### config.mk
export PLATFORM = sky130hd
export DESIGN_NAME = sd_card_init_read_sequencer_core
export DESIGN_NICKNAME = d
export VERILOG_FILES = /design/src/sv/sdinit_pkg.sv /design/src/sv/sdinit_step.sv /design/src/sv/sdinit_out_reg.sv /design/src/sv/sd_card_init_read_sequencer_core.sv
export SDC_FILE = /design/constraint.sdc
export NUM_CORES = 1
export LEC_CHECK = 0
export ABC_AREA = 1
export BUFFER_PORTS_ARGS = -buffer_cell sky130_fd_sc_hd__clkbuf_2
export CAP_MARGIN = 20
export CORE_MARGIN = 2
export CORE_UTILIZATION = 30
export DETAILED_ROUTE_END_ITERATION = 8
export PLACE_DENSITY_LB_ADDON = 0.05
export RECOVER_POWER = 50
export SYNTH_ARGS = -nofsm -noshare
export SYNTH_HDL_FRONTEND = slang
export SYNTH_SLANG_ARGS = --single-unit
### constraint.sdc
create_clock -name i_clk -period 4.9 [get_ports i_clk]
set_input_delay 0.98 -clock i_clk [delete_from_list [all_inputs] [get_ports i_clk]]
set_output_delay 0.98 -clock i_clk [all_outputs]
set_load 0.01 [all_outputs]
### src/sv/sdinit_pkg.sv
// Package for the SD card initialization and read sequencer.
// Holds the shared phase, operation, status and command types.
// No dependencies.
`timescale 1ns / 1ps

package sdinit_pkg;

    localparam int WordW      = 32;
    localparam int RcaW       = 16;
    localparam int TriesW     = 8;
    localparam int CmdIdxW    = 6;
    localparam int CfgIdxW    = 1;
    localparam int SectorShift = 9;

    localparam logic [11:0]      IfCondEcho   = 12'h1AA;
    localparam logic [WordW-1:0] IfCondArg    = 32'h0000_01AA;
    localparam logic [WordW-1:0] OpCondArg    = 32'h4010_0000;
    localparam logic [WordW-1:0] BusWidthArg  = 32'h0000_0002;
    localparam logic [TriesW-1:0] RetryLimitReset = 8'd100;

    localparam logic [CfgIdxW-1:0] CfgPartitionOffset = 1'b0;
    localparam logic [CfgIdxW-1:0] CfgRetryLimit      = 1'b1;

    localparam logic [CmdIdxW-1:0] CmdGoIdle      = 6'd0;
    localparam logic [CmdIdxW-1:0] CmdAllSendCid  = 6'd2;
    localparam logic [CmdIdxW-1:0] CmdSendRca     = 6'd3;
    localparam logic [CmdIdxW-1:0] CmdSetBusWidth = 6'd6;
    localparam logic [CmdIdxW-1:0] CmdSelect      = 6'd7;
    localparam logic [CmdIdxW-1:0] CmdIfCond      = 6'd8;
    localparam logic [CmdIdxW-1:0] CmdReadSingle  = 6'd17;
    localparam logic [CmdIdxW-1:0] CmdSdOpCond    = 6'd41;
    localparam logic [CmdIdxW-1:0] CmdAppCmd      = 6'd55;

    typedef enum logic [1:0] {
        OP_START = 2'd0,
        OP_DONE  = 2'd1,
        OP_READ  = 2'd2,
        OP_NONE  = 2'd3
    } t_op;

    typedef enum logic [3:0] {
        PH_IDLE   = 4'd0,
        PH_CMD0   = 4'd1,
        PH_CMD8   = 4'd2,
        PH_APP41  = 4'd3,
        PH_ACMD41 = 4'd4,
        PH_CMD2   = 4'd5,
        PH_CMD3   = 4'd6,
        PH_CMD7   = 4'd7,
        PH_APP6   = 4'd8,
        PH_ACMD6  = 4'd9,
        PH_READY  = 4'd10,
        PH_READ   = 4'd11,
        PH_FAILED = 4'd12
    } t_phase;

    typedef enum logic [1:0] {
        RSP_NONE   = 2'd0,
        RSP_R136   = 2'd1,
        RSP_R48    = 2'd2,
        RSP_R48B   = 2'd3
    } t_rsp_kind;

    typedef enum logic [1:0] {
        CLK_KEEP     = 2'd0,
        CLK_IDENT    = 2'd1,
        CLK_TRANSFER = 2'd2
    } t_clk_sel;

    typedef enum logic [2:0] {
        ST_BUSY       = 3'd0,
        ST_READY      = 3'd1,
        ST_INIT_FAIL  = 3'd2,
        ST_READ_DONE  = 3'd3,
        ST_READ_ERROR = 3'd4,
        ST_NOT_READY  = 3'd5
    } t_status;

    typedef struct packed {
        logic               issue;
        logic [CmdIdxW-1:0] index;
        t_rsp_kind          kind;
        logic               check_crc;
        logic               check_index;
        logic               data_read;
        logic [WordW-1:0]   argument;
    } t_cmd;

    typedef struct packed {
        t_cmd     cmd;
        t_clk_sel clock_select;
        t_status  status;
        logic     high_capacity;
        logic     wide_bus;
    } t_result;

    typedef struct packed {
        t_phase            phase;
        logic [TriesW-1:0] op_cond_tries;
        logic [RcaW-1:0]   card_address;
        logic              block_addressed;
        logic              bus_is_wide;
    } t_seq_state;

endpackage

### src/sv/sdinit_step.sv
// Combinational step of the sequencer: next card state and the result for one request.
// Depends on sdinit_pkg.
`timescale 1ns / 1ps

module sdinit_step (
    input  sdinit_pkg::t_seq_state              i_state,
    input  sdinit_pkg::t_op                     i_operation,
    input  logic                                i_command_ok,
    input  logic [sdinit_pkg::WordW-1:0]        i_response_word,
    input  logic [sdinit_pkg::WordW-1:0]        i_sector,
    input  logic [sdinit_pkg::WordW-1:0]        i_partition_offset,
    input  logic [sdinit_pkg::TriesW-1:0]       i_retry_limit,
    output sdinit_pkg::t_seq_state              o_state,
    output sdinit_pkg::t_result                 o_result
);

    function automatic sdinit_pkg::t_cmd mk_cmd(
        input logic [sdinit_pkg::CmdIdxW-1:0] idx,
        input sdinit_pkg::t_rsp_kind          kind,
        input logic                           crc,
        input logic                           chk,
        input logic                           data,
        input logic [sdinit_pkg::WordW-1:0]   arg
    );
        sdinit_pkg::t_cmd c;
        c.issue       = 1'b1;
        c.index       = idx;
        c.kind        = kind;
        c.check_crc   = crc;
        c.check_index = chk;
        c.data_read   = data;
        c.argument    = arg;
        return c;
    endfunction

    function automatic sdinit_pkg::t_status condition(input sdinit_pkg::t_phase ph);
        sdinit_pkg::t_status s;
        unique case (ph)
            sdinit_pkg::PH_IDLE:   s = sdinit_pkg::ST_NOT_READY;
            sdinit_pkg::PH_READY:  s = sdinit_pkg::ST_READY;
            sdinit_pkg::PH_FAILED: s = sdinit_pkg::ST_INIT_FAIL;
            default:               s = sdinit_pkg::ST_BUSY;
        endcase
        return s;
    endfunction

    logic [sdinit_pkg::TriesW-1:0] tries_inc;
    logic                          retry_fail;
    logic                          card_up;
    logic                          if_cond_bad;
    logic                          op_cond_done;
    logic [sdinit_pkg::WordW-1:0]  lba;
    logic [sdinit_pkg::WordW-1:0]  read_arg;
    logic [sdinit_pkg::WordW-1:0]  rca_arg;
    sdinit_pkg::t_cmd              app_cmd;

    assign tries_inc    = i_state.op_cond_tries + 8'd1;
    assign retry_fail   = (tries_inc >= i_retry_limit);
    assign card_up      = (i_state.phase == sdinit_pkg::PH_READY) ||
                          (i_state.phase == sdinit_pkg::PH_READ);
    assign if_cond_bad  = i_command_ok && (i_response_word[11:0] != sdinit_pkg::IfCondEcho);
    assign op_cond_done = i_command_ok && i_response_word[31];
    assign lba          = i_partition_offset + i_sector;
    assign read_arg     = i_state.block_addressed ? lba :
                          {lba[sdinit_pkg::WordW-1-sdinit_pkg::SectorShift:0],
                           {sdinit_pkg::SectorShift{1'b0}}};
    assign rca_arg      = {i_state.card_address, {sdinit_pkg::RcaW{1'b0}}};
    assign app_cmd      = mk_cmd(sdinit_pkg::CmdAppCmd, sdinit_pkg::RSP_R48,
                                 1'b1, 1'b1, 1'b0, rca_arg);

    always_comb begin
        o_state = i_state;
        unique case (i_operation)
            sdinit_pkg::OP_START: begin
                o_state.phase           = sdinit_pkg::PH_CMD0;
                o_state.op_cond_tries   = '0;
                o_state.card_address    = '0;
                o_state.block_addressed = 1'b0;
                o_state.bus_is_wide     = 1'b0;
            end
            sdinit_pkg::OP_DONE: begin
                unique case (i_state.phase)
                    sdinit_pkg::PH_CMD0: o_state.phase = sdinit_pkg::PH_CMD8;
                    sdinit_pkg::PH_CMD8: begin
                        if (if_cond_bad) begin
                            o_state.phase = sdinit_pkg::PH_FAILED;
                        end else begin
                            o_state.block_addressed = 1'b0;
                            o_state.op_cond_tries   = '0;
                            o_state.phase           = sdinit_pkg::PH_APP41;
                        end
                    end
                    sdinit_pkg::PH_APP41: begin
                        if (i_command_ok) begin
                            o_state.phase = sdinit_pkg::PH_ACMD41;
                        end else begin
                            o_state.op_cond_tries = tries_inc;
                            o_state.phase = retry_fail ? sdinit_pkg::PH_FAILED
                                                       : sdinit_pkg::PH_APP41;
                        end
                    end
                    sdinit_pkg::PH_ACMD41: begin
                        if (op_cond_done) begin
                            o_state.block_addressed = i_response_word[30];
                            o_state.phase           = sdinit_pkg::PH_CMD2;
                        end else begin
                            o_state.op_cond_tries = tries_inc;
                            o_state.phase = retry_fail ? sdinit_pkg::PH_FAILED
                                                       : sdinit_pkg::PH_APP41;
                        end
                    end
                    sdinit_pkg::PH_CMD2: begin
                        o_state.phase = i_command_ok ? sdinit_pkg::PH_CMD3
                                                     : sdinit_pkg::PH_FAILED;
                    end
                    sdinit_pkg::PH_CMD3: begin
                        if (i_command_ok) begin
                            o_state.card_address = i_response_word[31:16];
                            o_state.phase        = sdinit_pkg::PH_CMD7;
                        end else begin
                            o_state.phase = sdinit_pkg::PH_FAILED;
                        end
                    end
                    sdinit_pkg::PH_CMD7: begin
                        o_state.phase = i_command_ok ? sdinit_pkg::PH_APP6
                                                     : sdinit_pkg::PH_FAILED;
                    end
                    sdinit_pkg::PH_APP6: begin
                        o_state.phase = i_command_ok ? sdinit_pkg::PH_ACMD6
                                                     : sdinit_pkg::PH_READY;
                    end
                    sdinit_pkg::PH_ACMD6: begin
                        if (i_command_ok) begin
                            o_state.bus_is_wide = 1'b1;
                        end
                        o_state.phase = sdinit_pkg::PH_READY;
                    end
                    sdinit_pkg::PH_READ: o_state.phase = sdinit_pkg::PH_READY;
                    default: ;
                endcase
            end
            sdinit_pkg::OP_READ: begin
                if (card_up && (i_state.phase != sdinit_pkg::PH_READ)) begin
                    o_state.phase = sdinit_pkg::PH_READ;
                end
            end
            default: ;
        endcase
    end

    always_comb begin
        o_result               = '0;
        o_result.status        = condition(o_state.phase);
        o_result.high_capacity = o_state.block_addressed;
        o_result.wide_bus      = o_state.bus_is_wide;
        unique case (i_operation)
            sdinit_pkg::OP_START: begin
                o_result.cmd = mk_cmd(sdinit_pkg::CmdGoIdle, sdinit_pkg::RSP_NONE,
                                      1'b0, 1'b0, 1'b0, '0);
                o_result.clock_select = sdinit_pkg::CLK_IDENT;
                o_result.status       = sdinit_pkg::ST_BUSY;
            end
            sdinit_pkg::OP_DONE: begin
                unique case (i_state.phase)
                    sdinit_pkg::PH_CMD0: begin
                        o_result.cmd = mk_cmd(sdinit_pkg::CmdIfCond, sdinit_pkg::RSP_R48,
                                              1'b1, 1'b1, 1'b0, sdinit_pkg::IfCondArg);
                    end
                    sdinit_pkg::PH_CMD8: begin
                        if (!if_cond_bad) begin
                            o_result.cmd = app_cmd;
                        end
                    end
                    sdinit_pkg::PH_APP41: begin
                        if (i_command_ok) begin
                            o_result.cmd = mk_cmd(sdinit_pkg::CmdSdOpCond,
                                                  sdinit_pkg::RSP_R48, 1'b0, 1'b0, 1'b0,
                                                  sdinit_pkg::OpCondArg);
                        end else if (!retry_fail) begin
                            o_result.cmd = app_cmd;
                        end
                    end
                    sdinit_pkg::PH_ACMD41: begin
                        if (op_cond_done) begin
                            o_result.cmd = mk_cmd(sdinit_pkg::CmdAllSendCid,
                                                  sdinit_pkg::RSP_R136, 1'b1, 1'b0, 1'b0,
                                                  '0);
                        end else if (!retry_fail) begin
                            o_result.cmd = app_cmd;
                        end
                    end
                    sdinit_pkg::PH_CMD2: begin
                        if (i_command_ok) begin
                            o_result.cmd = mk_cmd(sdinit_pkg::CmdSendRca, sdinit_pkg::RSP_R48,
                                                  1'b1, 1'b1, 1'b0, '0);
                        end
                    end
                    sdinit_pkg::PH_CMD3: begin
                        if (i_command_ok) begin
                            o_result.cmd = mk_cmd(sdinit_pkg::CmdSelect, sdinit_pkg::RSP_R48B,
                                                  1'b1, 1'b1, 1'b0,
                                                  {i_response_word[31:16],
                                                   {sdinit_pkg::RcaW{1'b0}}});
                        end
                    end
                    sdinit_pkg::PH_CMD7: begin
                        if (i_command_ok) begin
                            o_result.cmd          = app_cmd;
                            o_result.clock_select = sdinit_pkg::CLK_TRANSFER;
                        end
                    end
                    sdinit_pkg::PH_APP6: begin
                        if (i_command_ok) begin
                            o_result.cmd = mk_cmd(sdinit_pkg::CmdSetBusWidth,
                                                  sdinit_pkg::RSP_R48, 1'b1, 1'b1, 1'b0,
                                                  sdinit_pkg::BusWidthArg);
                        end
                    end
                    sdinit_pkg::PH_READ: begin
                        o_result.status = i_command_ok ? sdinit_pkg::ST_READ_DONE
                                                       : sdinit_pkg::ST_READ_ERROR;
                    end
                    default: ;
                endcase
            end
            sdinit_pkg::OP_READ: begin
                if (!card_up) begin
                    o_result.status = sdinit_pkg::ST_NOT_READY;
                end else if (i_state.phase == sdinit_pkg::PH_READ) begin
                    o_result.status = sdinit_pkg::ST_BUSY;
                end else begin
                    o_result.cmd = mk_cmd(sdinit_pkg::CmdReadSingle, sdinit_pkg::RSP_R48,
                                          1'b1, 1'b1, 1'b1, read_arg);
                    o_result.status = sdinit_pkg::ST_BUSY;
                end
            end
            default: ;
        endcase
    end

endmodule

### src/sv/sdinit_out_reg.sv
// Result register of the sequencer with its valid/ready handshake.
// Depends on sdinit_pkg.
`timescale 1ns / 1ps

module sdinit_out_reg (
    input  logic                i_clk,
    input  logic                i_rst_n,
    input  logic                i_valid,
    output logic                o_ready,
    input  sdinit_pkg::t_result i_result,
    output logic                o_valid,
    input  logic                i_ready,
    output sdinit_pkg::t_result o_result
);

    logic                r_valid;
    sdinit_pkg::t_result r_result;

    assign o_ready  = !r_valid || i_ready;
    assign o_valid  = r_valid;
    assign o_result = r_result;

    always_ff @(posedge i_clk) begin
        if (!i_rst_n) begin
            r_valid <= 1'b0;
        end else if (o_ready) begin
            r_valid <= i_valid;
        end
    end

    always_ff @(posedge i_clk) begin
        if (o_ready && i_valid) begin
            r_result <= i_result;
        end
    end

endmodule

### src/sv/sd_card_init_read_sequencer_core.sv
// Top level of the SD card initialization and read sequencer.
// Depends on sdinit_pkg, sdinit_step and sdinit_out_reg.
`timescale 1ns / 1ps

//  Channel   Handshake                  Payload
//  in        i_in_valid / o_in_ready    operation, command_ok, response_word, sector
//  out       o_out_valid / i_out_ready  command fields, clock_select, status, flags
//  cfg       i_cfg_valid / o_cfg_ready  i_cfg_index, i_cfg_data
//
// Each request gives exactly one result, passed on through the result register.
// A request is taken every cycle while results are being drained.
// The input register and the result register both stall when the result is not taken.
// Reset clears all card state, sets the retry limit to 100 and the offset to zero.

module sd_card_init_read_sequencer_core (
    input  logic                                i_clk,
    input  logic                                i_rst_n,
    input  logic                                i_in_valid,
    output logic                                o_in_ready,
    input  logic [1:0]                          i_operation,
    input  logic                                i_command_ok,
    input  logic [sdinit_pkg::WordW-1:0]        i_response_word,
    input  logic [sdinit_pkg::WordW-1:0]        i_sector,
    output logic                                o_out_valid,
    input  logic                                i_out_ready,
    output logic                                o_issue_command,
    output logic [sdinit_pkg::CmdIdxW-1:0]      o_command_index,
    output logic [1:0]                          o_response_kind,
    output logic                                o_check_crc,
    output logic                                o_check_index,
    output logic                                o_data_read,
    output logic [sdinit_pkg::WordW-1:0]        o_argument,
    output logic [1:0]                          o_clock_select,
    output logic [2:0]                          o_status,
    output logic                                o_high_capacity,
    output logic                                o_wide_bus,
    input  logic                                i_cfg_valid,
    output logic                                o_cfg_ready,
    input  logic [sdinit_pkg::CfgIdxW-1:0]      i_cfg_index,
    input  logic [sdinit_pkg::WordW-1:0]        i_cfg_data
);

    logic                              r_in_valid;
    sdinit_pkg::t_op                   r_operation;
    logic                              r_command_ok;
    logic [sdinit_pkg::WordW-1:0]      r_response_word;
    logic [sdinit_pkg::WordW-1:0]      r_sector;
    logic [sdinit_pkg::WordW-1:0]      r_partition_offset;
    logic [sdinit_pkg::TriesW-1:0]     r_retry_limit;
    sdinit_pkg::t_seq_state            r_state;
    sdinit_pkg::t_seq_state            n_state;
    sdinit_pkg::t_result               step_result;
    sdinit_pkg::t_result               out_result;
    logic                              out_ready;
    logic                              advance;

    assign advance     = r_in_valid && out_ready;
    assign o_in_ready  = !r_in_valid || out_ready;
    assign o_cfg_ready = 1'b1;

    always_ff @(posedge i_clk) begin
        if (!i_rst_n) begin
            r_in_valid <= 1'b0;
        end else if (o_in_ready) begin
            r_in_valid <= i_in_valid;
        end
    end

    always_ff @(posedge i_clk) begin
        if (o_in_ready && i_in_valid) begin
            r_operation     <= sdinit_pkg::t_op'(i_operation);
            r_command_ok    <= i_command_ok;
            r_response_word <= i_response_word;
            r_sector        <= i_sector;
        end
    end

    always_ff @(posedge i_clk) begin
        if (!i_rst_n) begin
            r_partition_offset <= '0;
            r_retry_limit      <= sdinit_pkg::RetryLimitReset;
        end else if (i_cfg_valid) begin
            unique case (i_cfg_index)
                sdinit_pkg::CfgPartitionOffset: r_partition_offset <= i_cfg_data;
                sdinit_pkg::CfgRetryLimit:
                    r_retry_limit <= i_cfg_data[sdinit_pkg::TriesW-1:0];
                default: ;
            endcase
        end
    end

    always_ff @(posedge i_clk) begin
        if (!i_rst_n) begin
            r_state.phase           <= sdinit_pkg::PH_IDLE;
            r_state.op_cond_tries   <= '0;
            r_state.card_address    <= '0;
            r_state.block_addressed <= 1'b0;
            r_state.bus_is_wide     <= 1'b0;
        end else if (advance) begin
            r_state <= n_state;
        end
    end

    sdinit_step u_step (
        .i_state            (r_state),
        .i_operation        (r_operation),
        .i_command_ok       (r_command_ok),
        .i_response_word    (r_response_word),
        .i_sector           (r_sector),
        .i_partition_offset (r_partition_offset),
        .i_retry_limit      (r_retry_limit),
        .o_state            (n_state),
        .o_result           (step_result)
    );

    sdinit_out_reg u_out_reg (
        .i_clk    (i_clk),
        .i_rst_n  (i_rst_n),
        .i_valid  (r_in_valid),
        .o_ready  (out_ready),
        .i_result (step_result),
        .o_valid  (o_out_valid),
        .i_ready  (i_out_ready),
        .o_result (out_result)
    );

    assign o_issue_command = out_result.cmd.issue;
    assign o_command_index = out_result.cmd.index;
    assign o_response_kind = out_result.cmd.kind;
    assign o_check_crc     = out_result.cmd.check_crc;
    assign o_check_index   = out_result.cmd.check_index;
    assign o_data_read     = out_result.cmd.data_read;
    assign o_argument      = out_result.cmd.argument;
    assign o_clock_select  = out_result.clock_select;
    assign o_status        = out_result.status;
    assign o_high_capacity = out_result.high_capacity;
    assign o_wide_bus      = out_result.wide_bus;

endmodule

==> metrics.cfg <==
[drt]
wire_per_inst_um=16.7
routed.top_layer=met4
met3WireLength_um=1390
met1_length_um=15600
routed_wl_um=28900
via_per_inst=4.77
detail-route-antenna-nets=0
drtPass1Iterations=5
vias=8256
drt-initial-drc-count=628
wl_met2_um=11800
drcViolationCount=0

[power]
powerDensity_nw_per_um2=311
cellLeakagePower_nw=5.05
power_mw=3.53
vdd_ir_drop_max_mv=0.255

[clock_network]
clkSinkCount=186
clkLatencyLatePin_ns=0.45
path_clk_slew_ns=0.07
clk_path_buf_depth=2
cts_made_buffers=17
cts_setup_buffers=0
htreeDepth=4
post_cts_resized=0
cts_tree=yes
hold_buffers=0
cts-root-buf=clkbuf_16

[timing]
worstMarginPinSlew_ns=1.66
tns_ns=0
max_freq_ghz=0.281
slew_viol_final=69
fin_crit_ns=3.56
timing.slew.headroom_pct=-10.7
fin_ws_ns=1.34
finalHoldViolCount=0
skew_ns=0.0131
finalCritPeriodShare_pct=72.6
rsz0062_at_grt=false
setup_viol=0

[die]
initial_core_util_pct=30.6
die_x_um=184
coreArea_um2=31700
num_rows=65
ios=159
dieArea_um2=33900
die-height_um=184

[setup_path]
cp_max_fo=30
cp-start-kind=input pin
path_buf_inv=4
cp-startpoint=i_rst_n
worstPathCellList=clkbuf_1 -> clkbuf_1 -> inv_1 -> clkbuf_1 -> a211oi_1
crit_family=buffers and inverters
slowest_delay_ns=1.11
end_kind=flip-flop
crit_required_ns=5.24
cp.arrival_ns=3.90
cp_slowest_cell=clkbuf_1
r2r_start=r_state[18]
setup.worst_path.class=input pin to flip-flop
path_common_cell=clkbuf_1

[place]
post_dp_cell_area_um2=10900
hpwl_um=21800
gp_congestion=0.877
portBuffers=153
dp_slack_ns=1.75
post-place-cells=1698

[synthesis]
ys_seq_elements=186
yosys.cell_types.count=41
synth_nets=1313
yosysMostFrequentCell=nand2_1
netlist_instances=1167
synth_top_area_share_pct=35.2
yosysSeqAreaShare_pct=50.0
async_flop_share_pct=0
synth_warnings=0
synth_common_cells=248 x nand2_1, 140 x nor2_1, 130 x inv_1
synth.area.top_cells=edfxtp_1 35%, dfxtp_1 15%, nand2_1 9.6%
synth_edf_count=114
syn_area_per_cell_um2=8.33
synth_flop_cell=edfxtp_1
mappedNetlistArea_um2=9720
synth_top_area_cell=edfxtp_1

[layout]
drive_above_1_share_pct=12.6
nFillCells=3411
area_delta_synth_final_pct=17.1
fin_area_um2=11400
diodes=0
layout.cells.non_filler=1730
nets=1461

[global_routing]
grt_pass1_wl_um=44700
overflow=0
antenna_found_initial=0
grt_pass1_vias=7918
grt_use_total_pct=17.5
grt_max_degree=38

[min_path]
min_path_type=flip-flop to flip-flop
hp-start=r_state[15]

[job]
maxCapViolCount=2

[status]
status=complete, but fails checks
violations=capacitance limit, slew limit

## per-stage QoR
step                      util, %  hold WS, ns
after floorplan                 -        0.435
after global placement       34.4        0.449
after detailed placement     34.4        0.454
after CTS                    36.1        0.466
after global routing         35.9        0.484
final                        35.9        0.467
## worst register-to-register path: cells and delay by family, from the launching register on
kind	cells	cell delay, ns
xor+xnor	1	0.20
compound gates	2	0.36
simple gates	8	1.54
flops	1	0.41
fa+ha+maj	1	0.27
buf+inv	2	0.35
## routing by layer
metal | vias to the layer above | global-route usage (%)
li1 | 4224 | -
met1 | 3819 | 26.8
met2 | 204 | 25.0
met3 | 9 | 3.55
met4 | 0 | 3.65
met5 | - | 0
## flip-flops by register name, indices dropped and copies added, names as in the netlist, 2 cells and up
signal              count
u_out_reg.o_result     51
r_partition_offset     32
r_sector               32
r_state                30
r_response_word        28
r_retry_limit           8
r_operation             2
## placed cells by master, fill, tap and decap left out, types with 11 or more instances in the layout
| master | synthesis | final |
|---|---|---|
| a21oi_1 | 77 | 77 |
| clkbuf_2 | 0 | 109 |
| o211ai_1 | 11 | 11 |
| clkbuf_16 | 0 | 17 |
| nand3_1 | 114 | 114 |
| ha_1 | 40 | 40 |
| clkbuf_1 | 24 | 50 |
| nand4_1 | 18 | 18 |
| dfxtp_1 | 72 | 72 |
| inv_1 | 130 | 130 |
| nand2_1 | 248 | 248 |
| o21ai_0 | 76 | 76 |
| edfxtp_1 | 114 | 114 |
| nor2_1 | 140 | 140 |
## area by class of cell
cell class	count	area [um2]	area share, %
Inverter	135	507	4.45
Clock buffer	20	437	3.84
Clock inverter	12	93.8	0.825
Sequential cell	186	4860	42.8
Timing Repair Buffer	163	774	6.81
Tap cell	402	503	4.42
Multi-Input combinational cell	812	4200	36.9
## final timing paths
kind	to	slack [ns]	depth (start not counted)
min	r_state[15]	0.47	2
max reg2reg	u_out_reg.o_result[32]	1.65	14
min reg2reg	r_state[15]	0.47	2
max	r_state[0]	1.34	5
## power breakdown
group	internal, mW	switching (mW)
clock network	0.656	0.621
registers	1.74	0.0397
logic	0.160	0.322
total	2.55	0.982
## cell families (layout without fill, tap and decap cells)
group | after synthesis | in the layout | share of synthesized area [%]
AOI/OAI and AO/OA | 199 | 199 | 11.5
xor gates and xnor gates | 20 | 20 | 1.80
adders and majority gates | 41 | 41 | 5.35
buffers and inverters | 169 | 330 | 6.76
DFF | 186 | 186 | 50.0
other | 1 | 1 | 0.0386
and+or+nand+nor | 551 | 551 | 24.5
(Power assumes the default switching activity.)
